==> src/rtl/core/afr_pkg.sv <==
// ----------------------------------------------------------------------------
// afr_pkg
// Types and constants shared by the addressed frame receiver: byte codes,
// frame phases, result kinds, reject reasons and the state and result records.
// ----------------------------------------------------------------------------
package afr_pkg;

	localparam int STORE_DEPTH = 64;
	localparam int CNT_W       = $clog2(STORE_DEPTH + 1);
	localparam int CMP_W       = CNT_W + 9;
	localparam int IDX_W       = 6;
	localparam int BYTE_W      = 8;
	localparam int TDATA_W     = 16;

	localparam logic [BYTE_W-1:0] CH_STX  = 8'h02;
	localparam logic [BYTE_W-1:0] CH_ETX  = 8'h03;
	localparam logic [BYTE_W-1:0] CH_DLE  = 8'h10;
	localparam logic [BYTE_W-1:0] ESC_XOR = 8'h20;

	localparam logic [CMP_W-1:0] HEADER_LEFT = CMP_W'(2);

	typedef enum logic [6:0] {
		PH_WAIT = 7'b0000001,
		PH_DEST = 7'b0000010,
		PH_SRC  = 7'b0000100,
		PH_LEN  = 7'b0001000,
		PH_DATA = 7'b0010000,
		PH_LRC  = 7'b0100000,
		PH_END  = 7'b1000000
	} afr_phase_t;

	typedef enum logic [1:0] {
		KIND_BYTE   = 2'd0,
		KIND_ACCEPT = 2'd1,
		KIND_REJECT = 2'd2
	} afr_kind_t;

	typedef enum logic [1:0] {
		WHY_END  = 2'd0,
		WHY_LRC  = 2'd1,
		WHY_ADDR = 2'd2,
		WHY_OVF  = 2'd3
	} afr_reason_t;

	typedef struct packed {
		afr_phase_t        phase;
		logic [BYTE_W-1:0] lrc;
		logic              esc;
		logic [CNT_W-1:0]  count;
		logic [BYTE_W-1:0] dlen;
	} afr_state_t;

	typedef struct packed {
		logic              valid;
		afr_kind_t         kind;
		logic [BYTE_W-1:0] value;
		logic [IDX_W-1:0]  index;
		afr_reason_t       reason;
	} afr_result_t;

	localparam afr_state_t IDLE_STATE = '{
		phase: PH_WAIT,
		lrc:   '0,
		esc:   1'b0,
		count: '0,
		dlen:  '0
	};

endpackage

==> src/rtl/core/afr_decode.sv <==
// ----------------------------------------------------------------------------
// afr_decode
// Next-state and result logic for one received byte: frame phase walk,
// address check, unescaping, running LRC and store overflow check.
// ----------------------------------------------------------------------------
module afr_decode (
	input  afr_pkg::afr_state_t  cur,
	input  logic [7:0]           rx_byte,
	input  logic [7:0]           station_address,
	output afr_pkg::afr_state_t  nxt,
	output afr_pkg::afr_result_t res
);
	import afr_pkg::*;

	logic              do_store;
	afr_phase_t        st_phase;
	logic [BYTE_W-1:0] st_value;
	logic              overflow;

	assign overflow = (cur.count >= CNT_W'(STORE_DEPTH));

	always_comb begin
		nxt      = cur;
		res      = '0;
		do_store = 1'b0;
		st_phase = cur.phase;
		st_value = rx_byte;
		case (cur.phase)
			PH_WAIT: begin
				nxt = IDLE_STATE;
				if (rx_byte == CH_STX) begin
					nxt.phase = PH_DEST;
				end
			end
			PH_DEST: begin
				if (rx_byte != station_address) begin
					res.valid  = 1'b1;
					res.kind   = KIND_REJECT;
					res.reason = WHY_ADDR;
					nxt        = IDLE_STATE;
				end else begin
					do_store = 1'b1;
					st_phase = PH_SRC;
				end
			end
			PH_SRC: begin
				do_store = 1'b1;
				st_phase = PH_LEN;
			end
			PH_LEN: begin
				do_store = 1'b1;
				st_phase = (rx_byte == '0) ? PH_LRC : PH_DATA;
			end
			PH_DATA: begin
				if (!cur.esc && (rx_byte inside {CH_DLE, CH_ETX, CH_STX})) begin
					nxt.esc = 1'b1;
				end else begin
					st_value = cur.esc ? (rx_byte ^ ESC_XOR) : rx_byte;
					nxt.esc  = 1'b0;
					do_store = 1'b1;
					st_phase = ((CMP_W'(cur.count) - HEADER_LEFT) == CMP_W'(cur.dlen))
						? PH_LRC : PH_DATA;
				end
			end
			PH_LRC: begin
				if (overflow) begin
					res.valid  = 1'b1;
					res.kind   = KIND_REJECT;
					res.reason = WHY_OVF;
					nxt        = IDLE_STATE;
				end else if ((cur.lrc ^ rx_byte) != '0) begin
					res.valid  = 1'b1;
					res.kind   = KIND_REJECT;
					res.reason = WHY_LRC;
					nxt        = IDLE_STATE;
				end else begin
					do_store = 1'b1;
					st_phase = PH_END;
				end
			end
			PH_END: begin
				res.valid  = 1'b1;
				res.kind   = (rx_byte == CH_ETX) ? KIND_ACCEPT : KIND_REJECT;
				res.reason = WHY_END;
				nxt        = IDLE_STATE;
			end
			default: begin
				nxt = IDLE_STATE;
			end
		endcase

		if (do_store) begin
			res.valid = 1'b1;
			if (overflow) begin
				res.kind   = KIND_REJECT;
				res.reason = WHY_OVF;
				nxt        = IDLE_STATE;
			end else begin
				res.kind  = KIND_BYTE;
				res.value = st_value;
				res.index = cur.count[IDX_W-1:0];
				nxt.lrc   = cur.lrc ^ rx_byte;
				nxt.count = cur.count + CNT_W'(1);
				nxt.phase = st_phase;
				if (cur.phase == PH_LEN) begin
					nxt.dlen = rx_byte;
				end
			end
		end
	end

endmodule

==> src/rtl/core/afr_out_reg.sv <==
// ----------------------------------------------------------------------------
// afr_out_reg
// Result register between the decode logic and the output stream; takes a
// new result in the cycle the held one leaves.
// ----------------------------------------------------------------------------
module afr_out_reg (
	input  logic                 clk,
	input  logic                 arst_n,
	input  logic                 load,
	input  afr_pkg::afr_result_t res,
	output logic                 can_load,
	output logic                 m_axis_tvalid,
	input  logic                 m_axis_tready,
	output logic [15:0]          m_axis_tdata,
	output logic [1:0]           m_axis_tuser
);
	import afr_pkg::*;

	logic        valid_q;
	afr_result_t res_q;

	assign can_load = !valid_q || m_axis_tready;

	always_ff @(posedge clk or negedge arst_n) begin
		if (!arst_n) begin
			valid_q <= 1'b0;
		end else if (load) begin
			valid_q <= res.valid;
		end else if (m_axis_tready) begin
			valid_q <= 1'b0;
		end
	end

	always_ff @(posedge clk) begin
		if (load && res.valid) begin
			res_q <= res;
		end
	end

	assign m_axis_tvalid = valid_q;
	assign m_axis_tuser  = res_q.kind;
	assign m_axis_tdata  = {res_q.reason, res_q.index, res_q.value};

endmodule

==> src/rtl/core/addressed_frame_receiver_core.sv <==
// ----------------------------------------------------------------------------
// addressed_frame_receiver_core
// Receives raw serial bytes, finds STX/dest/src/len/payload/LRC/ETX frames
// addressed to this station and reports stored bytes and frame outcomes.
// ----------------------------------------------------------------------------
// usage
//   s_axis carries one raw received byte per transfer in tdata.
//   m_axis carries at most one result per input byte: tuser is the result
//   kind (stored byte, frame accepted, frame rejected), tdata holds the
//   unescaped byte, its index in the frame and the reject reason.
//   cfg_we with cfg_wdata sets the station address; write only while idle.
// timing
//   one byte per cycle sustained while m_axis_tready stays high; a result
//   appears on m_axis in the cycle after its input transfer, from the single result register.
//   escape marks, bytes outside a frame and the start byte give no result.
// reset
//   arst_n clears the frame state to waiting for start and the station
//   address to zero; no result is pending after reset.
// stall
//   while a result is held and m_axis_tready is low, s_axis_tready is low;
//   the result register is refilled in the same cycle it is emptied.
// ----------------------------------------------------------------------------
module addressed_frame_receiver_core (
	input  logic        clk,
	input  logic        arst_n,
	input  logic        cfg_we,
	input  logic [7:0]  cfg_wdata,
	input  logic        s_axis_tvalid,
	output logic        s_axis_tready,
	input  logic [7:0]  s_axis_tdata,  // [7:0] rx_byte
	output logic        m_axis_tvalid,
	input  logic        m_axis_tready,
	output logic [15:0] m_axis_tdata,  // [7:0] byte_value, [13:8] byte_index,
	                                   // [15:14] reject_reason
	output logic [1:0]  m_axis_tuser   // [1:0] result_kind
);
	import afr_pkg::*;

	logic        [7:0] station_q;
	afr_state_t        state_q;
	afr_state_t        state_nxt;
	afr_result_t       res;
	logic              can_load;
	logic              in_fire;

	assign s_axis_tready = can_load;
	assign in_fire       = s_axis_tvalid && can_load;

	always_ff @(posedge clk or negedge arst_n) begin
		if (!arst_n) begin
			station_q <= '0;
		end else if (cfg_we) begin
			station_q <= cfg_wdata;
		end
	end

	always_ff @(posedge clk or negedge arst_n) begin
		if (!arst_n) begin
			state_q <= IDLE_STATE;
		end else if (in_fire) begin
			state_q <= state_nxt;
		end
	end

	afr_decode u_decode (
		.cur             (state_q),
		.rx_byte         (s_axis_tdata),
		.station_address (station_q),
		.nxt             (state_nxt),
		.res             (res)
	);

	afr_out_reg u_out_reg (
		.clk           (clk),
		.arst_n        (arst_n),
		.load          (in_fire),
		.res           (res),
		.can_load      (can_load),
		.m_axis_tvalid (m_axis_tvalid),
		.m_axis_tready (m_axis_tready),
		.m_axis_tdata  (m_axis_tdata),
		.m_axis_tuser  (m_axis_tuser)
	);

`ifndef NO_ASSERTIONS
	a_idle_clear: assert property (@(posedge clk) disable iff (!arst_n)
		(state_q.phase == PH_WAIT) |-> (state_q.count == '0 && state_q.lrc == '0
			&& !state_q.esc))
		else $error("waiting state not cleared");

	a_count_bound: assert property (@(posedge clk) disable iff (!arst_n)
		state_q.count <= CNT_W'(STORE_DEPTH))
		else $error("stored count beyond store depth");

	a_stall_blocks: assert property (@(posedge clk) disable iff (!arst_n)
		(m_axis_tvalid && !m_axis_tready) |-> !s_axis_tready)
		else $error("input taken while result stalled");

	a_wait_silent: assert property (@(posedge clk) disable iff (!arst_n)
		(in_fire && state_q.phase == PH_WAIT) |=> !m_axis_tvalid)
		else $error("result produced outside a frame");

	a_byte_fields: assert property (@(posedge clk) disable iff (!arst_n)
		(m_axis_tvalid && m_axis_tuser != KIND_BYTE) |-> (m_axis_tdata[13:0] == '0))
		else $error("frame outcome carries byte fields");
`endif

endmodule

==> config.mk <==
export PLATFORM = sky130hd
export DESIGN_NAME = addressed_frame_receiver_core
export DESIGN_NICKNAME = d
export VERILOG_FILES = /design/src/rtl/core/afr_pkg.sv /design/src/rtl/core/afr_decode.sv /design/src/rtl/core/afr_out_reg.sv /design/src/rtl/core/addressed_frame_receiver_core.sv
export SDC_FILE = /design/constraint.sdc
export NUM_CORES = 1
export LEC_CHECK = 0
export BUFFER_PORTS_ARGS = -buffer_cell sky130_fd_sc_hd__buf_4
export CORE_MARGIN = 5
export CORE_UTILIZATION = 30
export CTS_BUF_LIST = sky130_fd_sc_hd__clkbuf_4 sky130_fd_sc_hd__clkbuf_8
export DETAILED_ROUTE_END_ITERATION = 6
export GPL_TIMING_DRIVEN = 0
export PLACE_DENSITY = 0.55
export RECOVER_POWER = 25
export SLEW_MARGIN = 40
export SYNTH_ARGS = -nofsm -noshare
export SYNTH_HDL_FRONTEND = slang
export SYNTH_SLANG_ARGS = --single-unit
==> constraint.sdc <==
create_clock -name clk -period 7 [get_ports clk]
set_clock_uncertainty 0.15 [all_clocks]
set_input_delay 0.7 -clock clk [delete_from_list [all_inputs] [get_ports clk]]
set_output_delay 0.7 -clock clk [all_outputs]
set_load 0.03 [all_outputs]
Yosys cells after proc, flatten, opt, wreduce, memory -nomap -nowiden
Index checks and enable logic that the tools add are counted.
- memories: 0
- latch bits: 0
- logic and storage cells: 93
- bits in read-only memories: 0
- output and inout port bits: 20
- register bits after elaboration: 58
- memory bits (writable): 0
- bits of input ports: 21
- add/sub/neg operators: 2
- order comparisons: 1
- shift operators: 0
- equal/unequal tests: 19
- div/mod/pow operators: 0
- multiply operators: 0
- bitwise logic cells: 3
- muxes and demuxes: 42
- reduce and logical (&&, ||, !) cells: 15
- operators with widths (cell ; number):
    2-to-1 mux 31 bit ; 4
    one-hot mux 15 bit (4 select lines) ; 1
    one-hot mux 15 bit (3 select lines) ; 1
    one-hot mux 7 bit (5 select lines) ; 1
    2-to-1 mux 15 bit ; 2
    2-to-1 mux 6 bit ; 5
    2-to-1 mux 7 bit ; 3
    2-to-1 mux 19 bit ; 1
    equality test 16 x 8 -> 1 bit ; 1
    equality test 8 x 2 -> 1 bit, second input constant ; 2
    2-to-1 mux 14 bit ; 1
    2-to-1 mux 2 bit ; 6
    inequality test 4 bit, second input constant ; 3
    2-to-1 mux 1 bit ; 9
    2-to-1 mux 3 bit ; 3
    one-hot mux 3 bit (3 select lines) ; 1
    equality test 8 x 5 -> 1 bit, second input constant ; 1
    zero test 8 bit ; 1
    2-to-1 mux 8 bit ; 1
    inequality test 8 bit ; 1
    one-hot mux 1 bit (4 select lines) ; 2
    AND reduction 8 bit ; 1
    nonzero test 8 bit ; 1
    subtractor 7 x 2 -> 8 bit, second input constant ; 1
    24 further kinds ; 29

Logic depth before layout (Yosys ltp)
- depth after elaboration: 8
- gate-level depth with buffers: 8
- gate-level depth less buffers: 8

By module
A second synthesis with hierarchy kept.
- cell total of the unflattened synthesis: 324
- area total of the unflattened synthesis: 3651.0 sq um
- by module, submodules not included (module ; sequential area each (sq um) ; area each (sq um) ; cells each ; times used):
    addressed_frame_receiver_core ; 977.2 ; 1574.0 ; 84 ; 1
    afr_decode ; 0.0 ; 1481.4 ; 218 ; 1
    afr_out_reg ; 565.5 ; 595.6 ; 22 ; 1

Worst setup path after synthesis
Ideal clock, no wire load.
- path type: register -> register
- start point: register state_q[28] (netlist name)
- end point: register u_out_reg.res_q (netlist bit u_out_reg.m_axis_tdata[0]), enable pin
- buffers on the path: 2
- path slack: 3.756 ns
- library setup time: 0.392 ns
- arrival: 2.701 ns
- period minus slack after synthesis: 3.244 ns
- stages on the path, launching flop included: 9
- data required time: 6.458 ns
- cell sequence: dfrtp_1 clkbuf_1 or4b_2 nor2_1 a21oi_1 clkbuf_1 o31ai_1 nor2_1 nor2_1
- cells in the longest elaborated chain, start to end: 5
- elaborated cells on any way between the ends: 11
- classes of those cells: eq/ne: 6; mux: 3; reduce/logical: 2
- ends and longest elaborated chain (item ; line ; text):
    from (decl) ; addressed_frame_receiver_core.sv:40 ; afr_state_t state_q;
    from (signal assigned) ; addressed_frame_receiver_core.sv:61 ; state_q <= state_nxt;
    equality test 7 x 3 -> 1 bit or equality test 7 x 4 -> 1 bit (tied branches) ; afr_decode.sv:28 ; case (cur.phase)
    OR reduction 2 bit (no source line) ; n/a ;
    one-hot mux 1 bit (4 select lines) ; afr_decode.sv:28 ;
    2-to-1 mux 19 bit (*) ; afr_decode.sv:92 ; if (do_store) begin
    logical AND 1 bit (*) ; afr_out_reg.sv:35 ; if (load && res.valid) begin
    to (signal assigned) ; afr_out_reg.sv:36 ; res_q <= res;
    to (decl) ; afr_out_reg.sv:20 ; afr_result_t res_q;
Every way passes the cells marked *; elsewhere a longest branch is shown, timed or not.
A chain may end at the register's enable or synchronous reset.

Final worst setup path
- start point: register state_q[27] (netlist name)
- end point: register state_q[20] (netlist name)
- cells in the longest elaborated chain, start to end: 5
- elaborated cells on any way between the ends: 15
- classes of those cells: eq/ne: 9; mux: 3; reduce/logical: 3
- ends and longest elaborated chain (item ; line):
    equality test 7 x 3 -> 1 bit or equality test 7 x 4 -> 1 bit (tied branches) ; afr_decode.sv:28
    OR reduction 2 bit (no source line) ; n/a
    one-hot mux 1 bit (4 select lines) ; afr_decode.sv:28
    inequality test 4 x 1 -> 1 bit (no source line), or another cell as far along ; n/a
    AND reduction 4 bit (no source line) ; n/a
Parallel ways exist; a longest one is shown, timed or not.

==> out/results.tsv <==
metric	value	unit
Top delay family on crit path	simple AND/OR/NAND/NOR gates	
fin nets	378	
GRT Resource Usage Total	12.8	%
drt total wl	7.74	mm
Seq cells post-synth	58	
largest net degree at the start of global routing	41	
Worst Hold Class	reg -> reg	
CP startpoint kind	flop	
Worst Tran Pin Value	2250	ps
initial antenna violation count	0	
H-Tree Depth	3	
Worst Path Required	7100	ps
Die Ht	112	um
Area Overhead vs Synth	19.3	%
width of the die	112	um
DR vias	2484	
FFs w/ async S/R, synth	69.0	%
Setup TNS Final	0	ps
Top FF cell, synth	dfrtp_1	
delay of the slowest critical-path stage	560	ps
FF-to-FF End	state_q[20]	
Worst Setup SP	state_q[27]	
grt ovf	0	
ANT cells	0	
CORE AREA	10300	um^2
register area share after synthesis	49.1	%
mean post-synth cell area	10.1	um^2
post-synth design cell area	3140	um^2
# setup viols final	0	
FF-to-FF setup slack	3420	ps
Syn Nets	335	
pre-CTS WS	3290	ps
initial core utilization	30.6	%
DRT Pass-1 Iters	4	
post-cts resize count	0	
die area	12600	um^2
VDD IR max	0.0994	mV
row count	37	
Worst path most repeated cell	or4_4	
number of synthesized flops with an enable pin	18	
Syn Inst Count	310	
Pwr per Cell Area	188	nW/um^2
Final Worst Setup Slack	3420	ps
Slew Limit Fails	41	
Iteration-0 DRC Markers	86	
total CTS buffers	9	
placed cell area	3560	um^2
antenna-violating nets left	0	
LEAKAGE	0.00149	uW
r2r startpoint	state_q[27]	
clk buf depth	2	
outcome	finished with violations	
worst setup path endpoint	state_q[20]	
CP max FO	10	
CTS tree	built	
Bufs and invs on worst path	1	
critical path depth in cells	7	
Min Clock Period, post-route	3580	ps
Cells after DPL	478	
Synth top cells by count	dfrtp_1, o21ai_0, nand2_1	
Max Clock Freq	279	MHz
CTS root buffer	clkbuf_8	
vias in the first global route	2473	
post-synthesis cell type count	49	
post-CTS setup buffers	0	
Fin. Hold Viols	0	
Synth Warn #	0	
failing checks	max-capacitance violations, max-slew violations	
CTS clock-pin slew for the worst setup and hold paths	60	ps
DR vias/cell	5.03	
fin area	3750	um^2
post-synth top area share	31.0	%
top post-synthesis cells by area	dfrtp_1, edfxtp_1, o21ai_0	
crit-path cells	or4_4 -> or4b_4 -> or4_4 -> a31oi_2 -> nand2_1 -> clkbuf_1 -> o21ai_0	
worst endpoint data arrival time	3680	ps
wire per inst	15.7	um
# IOs	41	
Crit Path Category	reg -> reg	
hold_ws	357	ps
fin cells	494	
reg2reg path depth	7	
Yosys top cell by area	dfrtp_1	
DRC Markers	0	
DP HPWL	5.63	mm
first-pass GRT wire length	12.7	mm
share of layout cells above drive strength 1	19.0	%
Hold-fix buffers, CTS	0	
worst skew pair latency	350	ps
final RePlAce weighted congestion	0.842	
crit end category	flop	
Slowest-stage cell, CP	or4_4	
clock sink total	58	
Max Cap Viol	1	
relative slew slack	-50.1	%
setup repair after global routing missed its margin	no	
part of the cycle the worst path needs	51.1	%
top-count cell post-synth	dfrtp_1	
IO Port Bufs	32	
-- kinds of logic after synthesis --
family                   count (synthesis)  share of synthesized area [%]
multiplexers                             8                           2.87
XOR/XNOR                                28                           7.80
adder cells (fa/ha/maj)                  4                           1.59
buffers and inverters                   34                           4.58
AO/OA/AOI/OAI                           71                           15.6
flip-flops                              58                           49.1
AND/OR/NAND/NOR                        107                           18.5
-- registers in the layout, summed over array words and instances (netlist names) --
signal / cells
u_out_reg.m_axis_tuser: 2
u_out_reg.m_axis_tdata: 16
station_q: 8
u_out_reg.m_axis_tvalid: 1
state_q: 31
-- routing by layer --
layer,GRT usage [%],vias to the layer above,share of wire [%]
met5,0,-,0
met1,17.3,1184,45
met4,3.21,0,0.89
met2,19.5,93,45
met3,4.58,7,9.0
li1,-,1200,-
-- per-stage QoR --
step | util, % | power [uW]
finish | 36.5 | 706
global route | 36.5 | 737
CTS | 36.5 | 718
detailed placement | 34.6 | 411
global placement | 34.6 | 411
floorplan | - | 391
-- report_power, final --
part / total (uW) / internal [uW] / leakage, uW / switching [uW]
clock: 303 / 163 / 0.0000990 / 140
sequential: 358 / 354 / 0.000703 / 4.05
combinational: 45.8 / 18.0 / 0.000690 / 27.8
-- final cells by class --
type                       count  area (um^2)
clock inverter                 7         70.1
clock buffer                   9          124
buffer                        24          106
tap                          136          170
multi-input combinational    218         1470
timing repair buffer          32          236
fill                        1057         6530
inverter                      10         37.5
sequential                    58         1540
-- how the worst min path moves through the flow --
| stage | startpoint | to | slack (ps) | cells after the start |
|---|---|---|---|---|
| 6_report | state_q[23] | state_q[23] | 360 | 1 |
| 5_1_grt | state_q[7] | state_q[7] | 380 | 1 |
| 4_1_cts | arst_n | station_q[0] | 200 | 1 |
| 3_5_place_dp | state_q[23] | state_q[23] | 340 | 1 |
| 3_3_place_gp | state_q[23] | state_q[23] | 350 | 1 |
| 2_1_floorplan | arst_n | state_q[0] | 250 | 0 |
-- layout by cell type (no fill, tap or decap), drive strengths merged, types with 2 or more instances in the layout --
| cell | n |
|---|---|
| nor4 | 6 |
| nor2b | 2 |
| nand2b | 8 |
| edfxtp | 18 |
| o22ai | 2 |
| o31ai | 4 |
| xnor2 | 14 |
| nor3 | 13 |
| inv | 10 |
| a31oi | 3 |
| nor3b | 2 |
| or4b | 2 |
| nand4 | 4 |
| clkinv | 5 |
| nor2 | 13 |
| buf | 33 |
| and2 | 11 |
| xor2 | 14 |
| nand2 | 27 |
| nor4b | 2 |
| a311oi | 8 |
| dfrtp | 39 |
| nand3 | 7 |
| clkbuf | 32 |
| and3 | 2 |
| ha | 4 |
| o41ai | 2 |
| a22o | 10 |
| o21ai | 30 |
| a21oi | 6 |
| mux2 | 8 |
| or4 | 3 |
(Power assumes the default switching activity.)
